File: src/hw/rtl/aprc_pkg.sv
// ----------------------------------------------------------------------------
// aprc_pkg
// Shared types and codes of the rectangle pair collision resolver.
// ----------------------------------------------------------------------------
package aprc_pkg;

  localparam int MAP_BITS  = 15;
  localparam int KIND_BITS = 2;
  localparam int IDX_BITS  = 3;
  localparam int SIDE_BITS = 3;
  localparam int CFG_IDX_BITS = 1;

  localparam logic [KIND_BITS-1:0] KIND_POS  = 2'd0;
  localparam logic [KIND_BITS-1:0] KIND_PAIR = 2'd1;
  localparam logic [KIND_BITS-1:0] KIND_NONE = 2'd2;

  localparam logic [SIDE_BITS-1:0] SIDE_LEFT   = 3'd0;
  localparam logic [SIDE_BITS-1:0] SIDE_RIGHT  = 3'd1;
  localparam logic [SIDE_BITS-1:0] SIDE_ABOVE  = 3'd2;
  localparam logic [SIDE_BITS-1:0] SIDE_BELOW  = 3'd3;
  localparam logic [SIDE_BITS-1:0] SIDE_CORNER = 3'd4;

  localparam logic [CFG_IDX_BITS-1:0] CFG_MAP_WIDTH  = 1'd0;
  localparam logic [CFG_IDX_BITS-1:0] CFG_MAP_HEIGHT = 1'd1;

  localparam logic [MAP_BITS-1:0] MAP_RESET = 15'd1024;

  typedef enum logic [2:0] {
    ST_IDLE,
    ST_RD_A,
    ST_LD_A,
    ST_CMP,
    ST_ISECT,
    ST_EMIT,
    ST_DONE
  } state_t;

endpackage

File: src/hw/rtl/aprc_in_if.sv
// ----------------------------------------------------------------------------
// aprc_in_if
// Entity channel: one rectangle per transaction.
// ----------------------------------------------------------------------------
interface aprc_in_if #(
  parameter int COORD_BITS = 16,
  parameter int SIZE_BITS  = 12
);
  logic                         valid;
  logic                         ready;
  logic signed [COORD_BITS-1:0] x_position;
  logic signed [COORD_BITS-1:0] y_position;
  logic        [SIZE_BITS-1:0]  box_width;
  logic        [SIZE_BITS-1:0]  box_height;
  logic                         final_entity;

  modport source (
    output valid, x_position, y_position, box_width, box_height, final_entity,
    input  ready
  );
  modport sink (
    input  valid, x_position, y_position, box_width, box_height, final_entity,
    output ready
  );
endinterface

File: src/hw/rtl/aprc_out_if.sv
// ----------------------------------------------------------------------------
// aprc_out_if
// Result channel: a clamped position, pair or no-pair result per transaction.
// ----------------------------------------------------------------------------
interface aprc_out_if
  import aprc_pkg::*;
#(
  parameter int COORD_BITS = 16,
  parameter int SIZE_BITS  = 12
);
  logic                         valid;
  logic                         ready;
  logic        [KIND_BITS-1:0]  result_kind;
  logic        [IDX_BITS-1:0]   first_index;
  logic        [IDX_BITS-1:0]   second_index;
  logic signed [COORD_BITS-1:0] clamped_x;
  logic signed [COORD_BITS-1:0] clamped_y;
  logic        [SIDE_BITS-1:0]  contact_side;
  logic signed [SIZE_BITS:0]    push_a_x;
  logic signed [SIZE_BITS:0]    push_a_y;
  logic signed [SIZE_BITS:0]    push_b_x;
  logic signed [SIZE_BITS:0]    push_b_y;
  logic                         run_end;

  modport source (
    output valid, result_kind, first_index, second_index, clamped_x, clamped_y,
           contact_side, push_a_x, push_a_y, push_b_x, push_b_y, run_end,
    input  ready
  );
  modport sink (
    input  valid, result_kind, first_index, second_index, clamped_x, clamped_y,
           contact_side, push_a_x, push_a_y, push_b_x, push_b_y, run_end,
    output ready
  );
endinterface

File: src/hw/rtl/aprc_ram.sv
// ----------------------------------------------------------------------------
// aprc_ram
// Generic single-write, single-read RAM with a registered read port.
// ----------------------------------------------------------------------------
module aprc_ram #(
  parameter int WIDTH = 8,
  parameter int DEPTH = 8
) (
  input  logic                     clk,
  input  logic                     we,
  input  logic [$clog2(DEPTH)-1:0] waddr,
  input  logic [WIDTH-1:0]         wdata,
  input  logic [$clog2(DEPTH)-1:0] raddr,
  output logic [WIDTH-1:0]         rdata
);

  logic [WIDTH-1:0] mem [DEPTH];
  logic [WIDTH-1:0] rdata_r;

  always_ff @(posedge clk) begin
    if (we) begin
      mem[waddr] <= wdata;
    end
    rdata_r <= mem[raddr];
  end

  assign rdata = rdata_r;

endmodule

File: src/hw/rtl/aabb_pair_collision_resolver.sv
// ----------------------------------------------------------------------------
// aabb_pair_collision_resolver
// Clamps entity rectangles to the map, stores them, and on the last entity
// of a frame tests every stored pair for overlap and reports push vectors.
//
//   Channel   Dir  Handshake       Contents
//   in_ch     in   valid/ready     x, y, width, height, final flag
//   out_ch    out  valid/ready     kind, indices, position, side, pushes
//   cfg_*     in   write enable    map width (0), map height (1)
//
// A transaction is taken when the output register is free; while the store
// has room, it yields its clamped position in the next cycle. The pair scan
// reads the store through one RAM read port: RD_A, LD_A per first entity;
// CMP, ISECT, EMIT per pair; DONE closes the frame. Reset is synchronous and
// leaves the store contents undefined. Input is not taken during a scan.
// ----------------------------------------------------------------------------
module aabb_pair_collision_resolver
  import aprc_pkg::*;
#(
  parameter int MAX_ENTITIES = 8,
  parameter int COORD_BITS   = 16,
  parameter int SIZE_BITS    = 12
) (
  input  logic                    clk,
  input  logic                    rst_n,
  aprc_in_if.sink                 in_ch,
  aprc_out_if.source              out_ch,
  input  logic                    cfg_we,
  input  logic [CFG_IDX_BITS-1:0] cfg_index,
  input  logic [MAP_BITS-1:0]     cfg_data
);

  localparam int IW   = $clog2(MAX_ENTITIES);
  localparam int CNTW = $clog2(MAX_ENTITIES + 1);
  localparam int SW   = 2 * COORD_BITS + 2 * SIZE_BITS;
  localparam int EW0  = (COORD_BITS > SIZE_BITS + 1) ? COORD_BITS : SIZE_BITS + 1;
  localparam int EW   = EW0 + 1;
  localparam int CW   = ((EW0 > MAP_BITS + 1) ? EW0 : MAP_BITS + 1) + 1;
  localparam logic [CNTW-1:0] MAX_CNT = CNTW'(MAX_ENTITIES);
  localparam logic [CNTW-1:0] TWO     = CNTW'(2);

  function automatic logic signed [COORD_BITS-1:0] clamp_axis(
    input logic signed [COORD_BITS-1:0] p,
    input logic        [SIZE_BITS-1:0]  s,
    input logic        [MAP_BITS-1:0]   lim
  );
    logic signed [CW-1:0] pe;
    logic signed [CW-1:0] se;
    logic signed [CW-1:0] le;
    logic signed [CW-1:0] r;
    pe = CW'(p);
    se = CW'({1'b0, s});
    le = CW'({1'b0, lim});
    if (pe + se > le) begin
      r = le - se;
    end else if (pe < 0) begin
      r = '0;
    end else begin
      r = pe;
    end
    return r[COORD_BITS-1:0];
  endfunction

  function automatic logic signed [EW-1:0] edge_end(
    input logic signed [COORD_BITS-1:0] p,
    input logic        [SIZE_BITS-1:0]  s
  );
    return EW'(p) + EW'({1'b0, s});
  endfunction

  state_t state_r, state_nxt;
  logic [CNTW-1:0] cnt_r, cnt_nxt;
  logic [IW-1:0]   i_r, i_nxt, j_r, j_nxt;
  logic [MAP_BITS-1:0] map_w_r, map_h_r;

  logic signed [COORD_BITS-1:0] ax_r, ay_r, bx_r, by_r;
  logic        [SIZE_BITS-1:0]  aw_r, ah_r, bw_r, bh_r;
  logic signed [EW-1:0]         axe_r, aye_r, bxe_r, bye_r;

  logic                  hit_r, left_r, right_r, above_r, below_r;
  logic [SIZE_BITS-1:0]  iw_r, ih_r;

  logic                         pend_v_r, pend_v_nxt;
  logic [IDX_BITS-1:0]          pend_a_r, pend_b_r;
  logic [SIDE_BITS-1:0]         pend_side_r;
  logic signed [SIZE_BITS:0]    pend_pax_r, pend_pay_r, pend_pbx_r, pend_pby_r;

  logic                         out_v_r, out_v_nxt;
  logic                         out_load;
  logic [KIND_BITS-1:0]         o_kind_r, o_kind_nxt;
  logic [IDX_BITS-1:0]          o_first_r, o_first_nxt, o_second_r, o_second_nxt;
  logic signed [COORD_BITS-1:0] o_cx_r, o_cx_nxt, o_cy_r, o_cy_nxt;
  logic [SIDE_BITS-1:0]         o_side_r, o_side_nxt;
  logic signed [SIZE_BITS:0]    o_pax_r, o_pax_nxt, o_pay_r, o_pay_nxt;
  logic signed [SIZE_BITS:0]    o_pbx_r, o_pbx_nxt, o_pby_r, o_pby_nxt;
  logic                         o_end_r, o_end_nxt;

  logic          ram_we;
  logic [IW-1:0] ram_raddr;
  logic [SW-1:0] ram_wdata, ram_rdata;

  logic signed [COORD_BITS-1:0] cx, cy, rd_x, rd_y;
  logic        [SIZE_BITS-1:0]  rd_w, rd_h;
  logic signed [COORD_BITS-1:0] ix, iy;
  logic signed [EW-1:0]         xe, ye;
  logic signed [EW:0]           iwf, ihf;
  logic                         in_acc, out_free, store_ok, pair_go;
  logic [CNTW-1:0]              n_load, j_p1, i_p2;
  logic                         ab, lr, tall;
  logic signed [SIZE_BITS:0]    piw, pih;
  logic [SIDE_BITS-1:0]         new_side;
  logic signed [SIZE_BITS:0]    new_pax, new_pay, new_pbx, new_pby;

  aprc_ram #(
    .WIDTH (SW),
    .DEPTH (MAX_ENTITIES)
  ) u_store (
    .clk   (clk),
    .we    (ram_we),
    .waddr (cnt_r[IW-1:0]),
    .wdata (ram_wdata),
    .raddr (ram_raddr),
    .rdata (ram_rdata)
  );

  assign {rd_x, rd_y, rd_w, rd_h} = ram_rdata;

  assign out_free = !out_v_r || out_ch.ready;
  assign in_acc   = in_ch.valid && in_ch.ready;
  assign store_ok = cnt_r < MAX_CNT;

  assign cx = clamp_axis(in_ch.x_position, in_ch.box_width, map_w_r);
  assign cy = clamp_axis(in_ch.y_position, in_ch.box_height, map_h_r);
  assign ram_wdata = {cx, cy, in_ch.box_width, in_ch.box_height};
  assign ram_we    = in_acc && store_ok;
  assign n_load    = store_ok ? CNTW'(cnt_r + 1'b1) : cnt_r;

  assign j_p1 = CNTW'(CNTW'(j_r) + 1'b1);
  assign i_p2 = CNTW'(CNTW'(i_r) + TWO);

  // Intersection of the latched pair.
  assign ix  = (ax_r >= bx_r) ? ax_r : bx_r;
  assign iy  = (ay_r >= by_r) ? ay_r : by_r;
  assign xe  = (axe_r <= bxe_r) ? axe_r : bxe_r;
  assign ye  = (aye_r <= bye_r) ? aye_r : bye_r;
  assign iwf = (EW+1)'(xe) - (EW+1)'(ix);
  assign ihf = (EW+1)'(ye) - (EW+1)'(iy);

  // Contact side and pushes.
  assign ab   = above_r || below_r;
  assign lr   = left_r || right_r;
  assign tall = ih_r > iw_r;
  assign piw  = {1'b0, iw_r};
  assign pih  = {1'b0, ih_r};

  always_comb begin
    new_side = SIDE_CORNER;
    new_pax  = '0;
    new_pay  = '0;
    new_pbx  = '0;
    new_pby  = '0;
    if (left_r && (!ab || tall)) begin
      new_side = SIDE_LEFT;
      new_pax  = -piw;
      new_pbx  = piw;
    end else if (right_r && (!ab || tall)) begin
      new_side = SIDE_RIGHT;
      new_pax  = piw;
      new_pbx  = -piw;
    end else if (above_r && (!lr || !tall)) begin
      new_side = SIDE_ABOVE;
      new_pay  = -pih;
      new_pby  = pih;
    end else if (below_r && (!lr || !tall)) begin
      new_side = SIDE_BELOW;
      new_pay  = pih;
      new_pby  = -pih;
    end
  end

  always_comb begin
    state_nxt    = state_r;
    cnt_nxt      = cnt_r;
    i_nxt        = i_r;
    j_nxt        = j_r;
    pend_v_nxt   = pend_v_r;
    pair_go      = 1'b0;
    in_ch.ready  = 1'b0;
    ram_raddr    = i_r;
    out_load     = 1'b0;
    out_v_nxt    = out_v_r && !out_ch.ready;
    o_kind_nxt   = KIND_POS;
    o_first_nxt  = '0;
    o_second_nxt = '0;
    o_cx_nxt     = '0;
    o_cy_nxt     = '0;
    o_side_nxt   = '0;
    o_pax_nxt    = '0;
    o_pay_nxt    = '0;
    o_pbx_nxt    = '0;
    o_pby_nxt    = '0;
    o_end_nxt    = 1'b0;

    case (state_r)
      ST_IDLE: begin
        in_ch.ready = out_free;
        if (in_acc) begin
          cnt_nxt = n_load;
          if (store_ok) begin
            out_load    = 1'b1;
            o_first_nxt = IDX_BITS'(cnt_r);
            o_cx_nxt    = cx;
            o_cy_nxt    = cy;
            o_end_nxt   = !in_ch.final_entity;
          end
          if (in_ch.final_entity) begin
            i_nxt      = '0;
            pend_v_nxt = 1'b0;
            state_nxt  = (n_load < TWO) ? ST_DONE : ST_RD_A;
          end
        end
      end
      ST_RD_A: begin
        ram_raddr = i_r;
        state_nxt = ST_LD_A;
      end
      ST_LD_A: begin
        ram_raddr = i_r + 1'b1;
        j_nxt     = i_r + 1'b1;
        state_nxt = ST_CMP;
      end
      ST_CMP: begin
        state_nxt = ST_ISECT;
      end
      ST_ISECT: begin
        state_nxt = ST_EMIT;
      end
      ST_EMIT: begin
        ram_raddr = j_r + 1'b1;
        if (hit_r && pend_v_r) begin
          if (out_free) begin
            out_load     = 1'b1;
            o_kind_nxt   = KIND_PAIR;
            o_first_nxt  = pend_a_r;
            o_second_nxt = pend_b_r;
            o_side_nxt   = pend_side_r;
            o_pax_nxt    = pend_pax_r;
            o_pay_nxt    = pend_pay_r;
            o_pbx_nxt    = pend_pbx_r;
            o_pby_nxt    = pend_pby_r;
            pair_go      = 1'b1;
          end
        end else begin
          pair_go = 1'b1;
        end
        if (pair_go) begin
          if (hit_r) begin
            pend_v_nxt = 1'b1;
          end
          if (j_p1 < cnt_r) begin
            j_nxt     = j_r + 1'b1;
            state_nxt = ST_CMP;
          end else if (i_p2 < cnt_r) begin
            i_nxt     = i_r + 1'b1;
            state_nxt = ST_RD_A;
          end else begin
            state_nxt = ST_DONE;
          end
        end
      end
      ST_DONE: begin
        if (out_free) begin
          out_load  = 1'b1;
          o_end_nxt = 1'b1;
          if (pend_v_r) begin
            o_kind_nxt   = KIND_PAIR;
            o_first_nxt  = pend_a_r;
            o_second_nxt = pend_b_r;
            o_side_nxt   = pend_side_r;
            o_pax_nxt    = pend_pax_r;
            o_pay_nxt    = pend_pay_r;
            o_pbx_nxt    = pend_pbx_r;
            o_pby_nxt    = pend_pby_r;
          end else begin
            o_kind_nxt = KIND_NONE;
          end
          cnt_nxt   = '0;
          state_nxt = ST_IDLE;
        end
      end
      default: begin
        state_nxt = ST_IDLE;
      end
    endcase

    if (out_load) begin
      out_v_nxt = 1'b1;
    end
  end

  always_ff @(posedge clk) begin
    if (!rst_n) begin
      state_r  <= ST_IDLE;
      cnt_r    <= '0;
      pend_v_r <= 1'b0;
      out_v_r  <= 1'b0;
      map_w_r  <= MAP_RESET;
      map_h_r  <= MAP_RESET;
    end else begin
      state_r  <= state_nxt;
      cnt_r    <= cnt_nxt;
      pend_v_r <= pend_v_nxt;
      out_v_r  <= out_v_nxt;
      if (cfg_we && cfg_index == CFG_MAP_WIDTH) begin
        map_w_r <= cfg_data;
      end
      if (cfg_we && cfg_index == CFG_MAP_HEIGHT) begin
        map_h_r <= cfg_data;
      end
    end
  end

  always_ff @(posedge clk) begin
    i_r <= i_nxt;
    j_r <= j_nxt;
    if (state_r == ST_LD_A) begin
      ax_r  <= rd_x;
      ay_r  <= rd_y;
      aw_r  <= rd_w;
      ah_r  <= rd_h;
      axe_r <= edge_end(rd_x, rd_w);
      aye_r <= edge_end(rd_y, rd_h);
    end
    if (state_r == ST_CMP) begin
      bx_r  <= rd_x;
      by_r  <= rd_y;
      bw_r  <= rd_w;
      bh_r  <= rd_h;
      bxe_r <= edge_end(rd_x, rd_w);
      bye_r <= edge_end(rd_y, rd_h);
    end
    if (state_r == ST_ISECT) begin
      hit_r   <= (aw_r != '0) && (ah_r != '0) && (bw_r != '0) && (bh_r != '0) &&
                 !iwf[EW] && (iwf != '0) && !ihf[EW] && (ihf != '0);
      left_r  <= ax_r >= bx_r;
      right_r <= axe_r <= bxe_r;
      above_r <= ay_r >= by_r;
      below_r <= aye_r <= bye_r;
      iw_r    <= iwf[SIZE_BITS-1:0];
      ih_r    <= ihf[SIZE_BITS-1:0];
    end
    if (state_r == ST_EMIT && pair_go && hit_r) begin
      pend_a_r    <= IDX_BITS'(i_r);
      pend_b_r    <= IDX_BITS'(j_r);
      pend_side_r <= new_side;
      pend_pax_r  <= new_pax;
      pend_pay_r  <= new_pay;
      pend_pbx_r  <= new_pbx;
      pend_pby_r  <= new_pby;
    end
    if (out_load) begin
      o_kind_r   <= o_kind_nxt;
      o_first_r  <= o_first_nxt;
      o_second_r <= o_second_nxt;
      o_cx_r     <= o_cx_nxt;
      o_cy_r     <= o_cy_nxt;
      o_side_r   <= o_side_nxt;
      o_pax_r    <= o_pax_nxt;
      o_pay_r    <= o_pay_nxt;
      o_pbx_r    <= o_pbx_nxt;
      o_pby_r    <= o_pby_nxt;
      o_end_r    <= o_end_nxt;
    end
  end

  assign out_ch.valid        = out_v_r;
  assign out_ch.result_kind  = o_kind_r;
  assign out_ch.first_index  = o_first_r;
  assign out_ch.second_index = o_second_r;
  assign out_ch.clamped_x    = o_cx_r;
  assign out_ch.clamped_y    = o_cy_r;
  assign out_ch.contact_side = o_side_r;
  assign out_ch.push_a_x     = o_pax_r;
  assign out_ch.push_a_y     = o_pay_r;
  assign out_ch.push_b_x     = o_pbx_r;
  assign out_ch.push_b_y     = o_pby_r;
  assign out_ch.run_end      = o_end_r;

endmodule
File: src/flat_wrapper.sv
// flat-port wrapper written by rule: the top's interface ports become plain ports
module aabb_pair_collision_resolver_flat import aprc_pkg::*;
#(
  parameter int MAX_ENTITIES = 8,
  parameter int COORD_BITS   = 16,
  parameter int SIZE_BITS    = 12
)
  (clk, rst_n, cfg_we, cfg_index, cfg_data, in_ch_valid, in_ch_x_position, in_ch_y_position, in_ch_box_width, in_ch_box_height, in_ch_final_entity, in_ch_ready, out_ch_valid, out_ch_result_kind, out_ch_first_index, out_ch_second_index, out_ch_clamped_x, out_ch_clamped_y, out_ch_contact_side, out_ch_push_a_x, out_ch_push_a_y, out_ch_push_b_x, out_ch_push_b_y, out_ch_run_end, out_ch_ready);
  aprc_in_if #(.COORD_BITS(COORD_BITS), .SIZE_BITS(SIZE_BITS)) in_ch_i ();
  aprc_out_if #(.COORD_BITS(COORD_BITS), .SIZE_BITS(SIZE_BITS)) out_ch_i ();
  input  logic clk;
  input  logic rst_n;
  input  logic cfg_we;
  input  logic [CFG_IDX_BITS-1:0] cfg_index;
  input  logic [MAP_BITS-1:0] cfg_data;
  input wire logic [$bits(in_ch_i.valid)-1:0] in_ch_valid;
  input wire logic [$bits(in_ch_i.x_position)-1:0] in_ch_x_position;
  input wire logic [$bits(in_ch_i.y_position)-1:0] in_ch_y_position;
  input wire logic [$bits(in_ch_i.box_width)-1:0] in_ch_box_width;
  input wire logic [$bits(in_ch_i.box_height)-1:0] in_ch_box_height;
  input wire logic [$bits(in_ch_i.final_entity)-1:0] in_ch_final_entity;
  output wire logic [$bits(in_ch_i.ready)-1:0] in_ch_ready;
  output wire logic [$bits(out_ch_i.valid)-1:0] out_ch_valid;
  output wire logic [$bits(out_ch_i.result_kind)-1:0] out_ch_result_kind;
  output wire logic [$bits(out_ch_i.first_index)-1:0] out_ch_first_index;
  output wire logic [$bits(out_ch_i.second_index)-1:0] out_ch_second_index;
  output wire logic [$bits(out_ch_i.clamped_x)-1:0] out_ch_clamped_x;
  output wire logic [$bits(out_ch_i.clamped_y)-1:0] out_ch_clamped_y;
  output wire logic [$bits(out_ch_i.contact_side)-1:0] out_ch_contact_side;
  output wire logic [$bits(out_ch_i.push_a_x)-1:0] out_ch_push_a_x;
  output wire logic [$bits(out_ch_i.push_a_y)-1:0] out_ch_push_a_y;
  output wire logic [$bits(out_ch_i.push_b_x)-1:0] out_ch_push_b_x;
  output wire logic [$bits(out_ch_i.push_b_y)-1:0] out_ch_push_b_y;
  output wire logic [$bits(out_ch_i.run_end)-1:0] out_ch_run_end;
  input wire logic [$bits(out_ch_i.ready)-1:0] out_ch_ready;
  assign in_ch_i.valid = in_ch_valid;
  assign in_ch_i.x_position = in_ch_x_position;
  assign in_ch_i.y_position = in_ch_y_position;
  assign in_ch_i.box_width = in_ch_box_width;
  assign in_ch_i.box_height = in_ch_box_height;
  assign in_ch_i.final_entity = in_ch_final_entity;
  assign in_ch_ready = in_ch_i.ready;
  assign out_ch_valid = out_ch_i.valid;
  assign out_ch_result_kind = out_ch_i.result_kind;
  assign out_ch_first_index = out_ch_i.first_index;
  assign out_ch_second_index = out_ch_i.second_index;
  assign out_ch_clamped_x = out_ch_i.clamped_x;
  assign out_ch_clamped_y = out_ch_i.clamped_y;
  assign out_ch_contact_side = out_ch_i.contact_side;
  assign out_ch_push_a_x = out_ch_i.push_a_x;
  assign out_ch_push_a_y = out_ch_i.push_a_y;
  assign out_ch_push_b_x = out_ch_i.push_b_x;
  assign out_ch_push_b_y = out_ch_i.push_b_y;
  assign out_ch_run_end = out_ch_i.run_end;
  assign out_ch_i.ready = out_ch_ready;
  aabb_pair_collision_resolver #(.MAX_ENTITIES(MAX_ENTITIES), .COORD_BITS(COORD_BITS), .SIZE_BITS(SIZE_BITS)) u_core (.clk(clk), .rst_n(rst_n), .in_ch(in_ch_i), .out_ch(out_ch_i), .cfg_we(cfg_we), .cfg_index(cfg_index), .cfg_data(cfg_data));
endmodule
File: config.mk
export PLATFORM = sky130hd
export DESIGN_NAME = aabb_pair_collision_resolver_flat
export DESIGN_NICKNAME = d
export VERILOG_FILES = /design/src/hw/rtl/aprc_pkg.sv /design/src/hw/rtl/aprc_in_if.sv /design/src/hw/rtl/aprc_out_if.sv /design/src/hw/rtl/aprc_ram.sv /design/src/hw/rtl/aabb_pair_collision_resolver.sv /design/src/flat_wrapper.sv
export SDC_FILE = /design/constraint.sdc
export NUM_CORES = 2
export LEC_CHECK = 0
export ABC_AREA = 0
export BUFFER_PORTS_ARGS = -buffer_cell sky130_fd_sc_hd__buf_2
export CAP_MARGIN = 20
export CORE_MARGIN = 4
export CORE_UTILIZATION = 25
export DETAILED_ROUTE_END_ITERATION = 8
export PLACE_DENSITY = 0.45
export REMOVE_ABC_BUFFERS = 1
export SLEW_MARGIN = 0
export SYNTH_ARGS = -nofsm -noshare
export SYNTH_HDL_FRONTEND = slang
export SYNTH_SLANG_ARGS = --single-unit
export TNS_END_PERCENT = 50
File: constraint.sdc
create_clock -name clk -period 8.7 [get_ports clk]
set_input_delay 1.74 -clock clk [delete_from_list [all_inputs] [get_ports clk]]
set_output_delay 1.74 -clock clk [all_outputs]
set_load 0.05 [all_outputs]
==> results <==
- The flow ran to the end, and the final reports show no timing, DRC or antenna violations.
- The die extent in x is 422.2 um.
- The multiplexer fraction of the synthesized cell area is 7.209%.
- The largest incremental delay on the critical path is 0.89 ns.
- Among all flip-flop cells after synthesis, the most frequent one is edfxtp_1.
- The post-cts repair resize count is 0.
- The flip-flop and latch count after synthesis is 911.
- The total clock buffers created by CTS is 104.
- The transition time at the pin with the least slew margin is 1.012 ns.
- From synthesis to final layout, the design area changed by 16.43%.
- The path class of the tightest hold or removal check is reg2reg.
- Hold repair after CTS inserted 0 buffers.
- The number of antenna-violating nets in the routed design is 0.
- The total count of hold-check failures in the final report is 0.
- By startpoint and endpoint, the worst setup path is classified as in2reg.
- On the final layout, the worst clock skew is 0.09423 ns.
- Sequential elements use 61.57% of the synthesized area.
- The routed design has 110100 um of wire.
- The multi-input combinational cell area is 15370 sq um.
- The number of buffers added on ports is 175.
- By area the synthesized netlist is led by edfxtp_1 (57%), ha_1 (6.6%), dfxtp_1 (4.4%), mux2i_1 (3.7%), mux2_2 (3.5%).
- In this run, synthesis inferred 816 flip-flops with an integrated enable.
- The areal power density over the cells is 351.0 nW/um^2.
- Global routing used 12.12% of the available tracks across all layers.
- The layout net count is 3883.
- The initial antenna violation count came to 7.
- In the final routed layout, each cell accounts on average for 18.74 um.
- The number of antenna diodes is 0.
- Cells with a size suffix above 1 make up 15.00% of the layout.
- The clock drives 911 sinks.
- The first detailed-routing pass ran for 5 iterations.
- The kind of cell with the highest combined delay along the critical path is compound AO/OA/AOI/OAI gates.
- 176 I/O pins were placed.
- For the worst setup path, the data arrival time is 6.69 ns.
- The distinct cell type count of the synthesized netlist is 78.
- The simple-gate share of the synthesized area is 8.889%.
- The deepest clock path buffer count is 3.
- The synthesized design spends more area on one cell type than any other, namely edfxtp_1.
- The initialized floorplan defines 151 standard-cell rows.
- After detailed routing, the number of remaining DRC violations is 0.
- The static power due to leakage is 18.39 nW.
- TritonCTS built the clock tree.
- In the final layout, flip-flops and latches occupy 26410 sq um.
- The synthesized netlist devotes 6.967% of its cell area to adder and majority cells.
- For this run, the number of Yosys warnings is 0.
- The layout has 17270 filler cells.
- In this run, the number of DRC markers left after iteration 0 of detailed routing was 1337.
- The required time of the critical path is 9.07 ns.
- The cell seen most often among critical-path stages is o31ai_1.
- The kind of end point of the critical path is a flip-flop.
- The synthesized netlist devotes 1.940% of its cell area to XOR and XNOR gates.
- The cell sitting at the root of the clock tree is a clkbuf_16.
- The die is 422.2 um tall.
- The maximum clock rate is 158.3 MHz.
- After detailed routing, the number of vias per cell comes to 4.474.
- The highest net fanout along the worst path is 10.
- The clock latency on the worst-skew pair is 0.73 ns.
- By count the netlist is led by edfxtp_1 (816), nand2_1 (231), ha_1 (226).
- The die footprint is 178200 sq um.
- The final non-filler cell area is 49930 sq um.
- After layout, the worst path uses 72.60% of the clock period.
- The combinational family with the most area after synthesis is compound AO/OA/AOI/OAI gates.
- The final number of max-transition violations is 0.
- The via count of the first global-routing pass came to 26440.
- The starting density of the core is 25.22%.
- Walking the worst path, the cells encountered are buf_2 > ha_1 > fa_1 > a21o_1 > a21oi_1 > nor2b_1 > o31ai_1 > a21oi_1 > o31ai_1 > a21o_1 > xnor2_1 > ha_1 > nand2_1 > o21ai_0 > o31ai_1 > nor2_1 > a311oi_1 > nand2b_1 > o21ai_0.
- The time the final worst path needs with I/O delays and setup is 6.316 ns.
- STA classifies the critical path startpoint as an input pin.
- The routability-driven placement congestion ratio is 0.8081.
- IR analysis of the VDD net gives a maximum drop of 0.0002116 V.
- The critical path buffer and inverter count is 1.
- The first global-routing pass estimated 166400 um of wire.
- Post-CTS timing repair inserted 0 buffers for setup.
- The post-layout total power is 17.52 mW.
- The worst pin sits at a relative slew slack of 32.50%.
- The overflow left after global routing is 0.
- The via count of the routed design is 26300.
- The maximum number of pins on one net before global-route repair is 130.
- The final HPWL from detailed placement is 75800 um.
- Counting every instance in the synthesized netlist gives 3368.
- The total placed instance area is 46520 sq um.
- The share of synthesized flip-flops with an asynchronous set or reset is 0%.
- The slowest stage cell on the critical path is o21ai_0.
- The clock transition time at the flip-flop clock pins of the worst setup and hold paths is 0.06 ns.
- Summing the areas of all compound-gate instances in the mapped netlist gives 10.49% of the synthesized area.
- The final number of setup-violating endpoints is 0.
- The per-instance average area after synthesis is 12.73 sq um.
- The floorplan step defined a core boundary enclosing 170000 sq um.
- Setup repair after global routing left no endpoint under its margin.
- Summed over its instances, the top area cell type makes up 57.13% of the synthesized netlist area.
- The cell with the most instances after synthesis is edfxtp_1.
- Max-cap violations in this run came to 0.
- The H-tree depth reported by CTS is 3.
- The synthesized netlist occupies a cell area of 42890 sq um.
## tightest hold or removal path, cell delays in order, from the launching register on
cell and delay (ns):
dfxtp_1 0.31, nand2_1 0.05, a21oi_1 0.05
## flip-flops by register name, indices dropped and copies added, names as in the netlist, 13 cells and up
name / cells
u_core.ax_r: 16
u_core.axe_r: 17
u_core.ay_r: 16
u_core.aye_r: 17
u_core.bx_r: 16
u_core.bxe_r: 17
u_core.by_r: 16
u_core.bye_r: 17
u_core.map_h_r: 15
u_core.map_w_r: 15
u_core.out_ch.clamped_x: 16
u_core.out_ch.clamped_y: 16
u_core.out_ch.push_b_x: 13
u_core.out_ch.push_b_y: 13
u_core.pend_pbx_r: 13
u_core.pend_pby_r: 13
u_core.u_store.mem: 448
u_core.u_store.rdata: 56
## metal layers
layer | up-vias | track usage, % | share of wire, %
li1 | 13030 | - | -
met1 | 12660 | 17.13 | 50
met2 | 471 | 19.11 | 44
met3 | 149 | 2.107 | 3.6
met4 | 0 | 3.340 | 2.5
met5 | - | 0 | 0
## through the flow
stage	hold WS, ns	cells	worst slack [ns]	util (%)	TNS [ns]
after floorplan	0.4296	3247	-8.805	-	-557.45
after global placement	0.4488	5682	1.597	27.36	0
after detailed placement	0.4509	5682	1.580	27.36	0
after CTS	0.4594	5877	2.396	29.36	0
after global routing	0.4854	5878	1.881	29.37	0
final	0.4581	5878	2.384	29.37	0
## worst paths after layout
check	startpoint	to	slack [ns]	cells after the start
worst min-delay path	u_core.map_w_r[14]$_SDFFE_PN0P_	u_core.map_w_r[14]$_SDFFE_PN0P_	0.46	2
worst min register to register	u_core.map_w_r[14]$_SDFFE_PN0P_	u_core.map_w_r[14]$_SDFFE_PN0P_	0.46	2
worst max-delay path	in_ch_box_width[0]	u_core.u_store.mem[5][52]$_DFFE_PP_	2.38	19
worst max register to register	u_core.ax_r[9]$_DFFE_PN_	u_core.hit_r$_DFFE_PP_	2.81	19
## power by group
group	switching [mW]	total [mW]	leakage (nW)	internal, mW
Combinational	4.29	6.65	8.45	2.35
Clock	1.82	4.29	1.64	2.47
Sequential	0.554	6.59	8.30	6.03
## logic make-up after synthesis
| group | after synthesis |
|---|---|
| AOI/OAI and AO/OA | 712 |
| muxes | 292 |
| DFF | 911 |
| xor gates and xnor gates | 95 |
| adders and majority gates | 234 |
| buffers and inverters | 321 |
| and+or+nand+nor | 803 |
## layout by cell type (no fill, tap or decap), drive strengths merged, types with 9 or more instances in the layout
| cell | synthesis | routed |
|---|---|---|
| and3 | 13 | 13 |
| nor2b | 27 | 27 |
| buf | 43 | 217 |
| inv | 200 | 204 |
| nor2 | 195 | 195 |
| a21oi | 218 | 218 |
| nand4 | 18 | 18 |
| nand2b | 27 | 27 |
| nor3 | 95 | 95 |
| o21a | 26 | 26 |
| a32o | 10 | 10 |
| or3 | 9 | 9 |
| a211oi | 14 | 14 |
| nand2 | 231 | 231 |
| nand3 | 68 | 68 |
| xor2 | 19 | 19 |
| and2 | 65 | 65 |
| clkbuf | 78 | 141 |
| a21o | 58 | 58 |
| clkinv | 0 | 39 |
| edfxtp | 816 | 816 |
| o211ai | 70 | 70 |
| xnor2 | 76 | 76 |
| a22o | 29 | 29 |
| ha | 226 | 226 |
| nor4 | 20 | 20 |
| mux2 | 135 | 135 |
| mux2i | 157 | 157 |
| o21ai | 177 | 177 |
| a31oi | 25 | 25 |
| dfxtp | 95 | 95 |
| o31ai | 9 | 9 |
## cell type report
| type | instances | area share, % |
|---|---|---|
| clock inverters | 55 | 1.090 |
| clock buffers | 140 | 5.726 |
| well taps | 2218 | 5.558 |
| inverters | 200 | 1.503 |
| multi-input cells | 2136 | 30.79 |
| flip-flops and latches | 911 | 52.88 |
| repair buffers | 218 | 2.451 |
No activity file was read; power rests on OpenSTA's default activity.
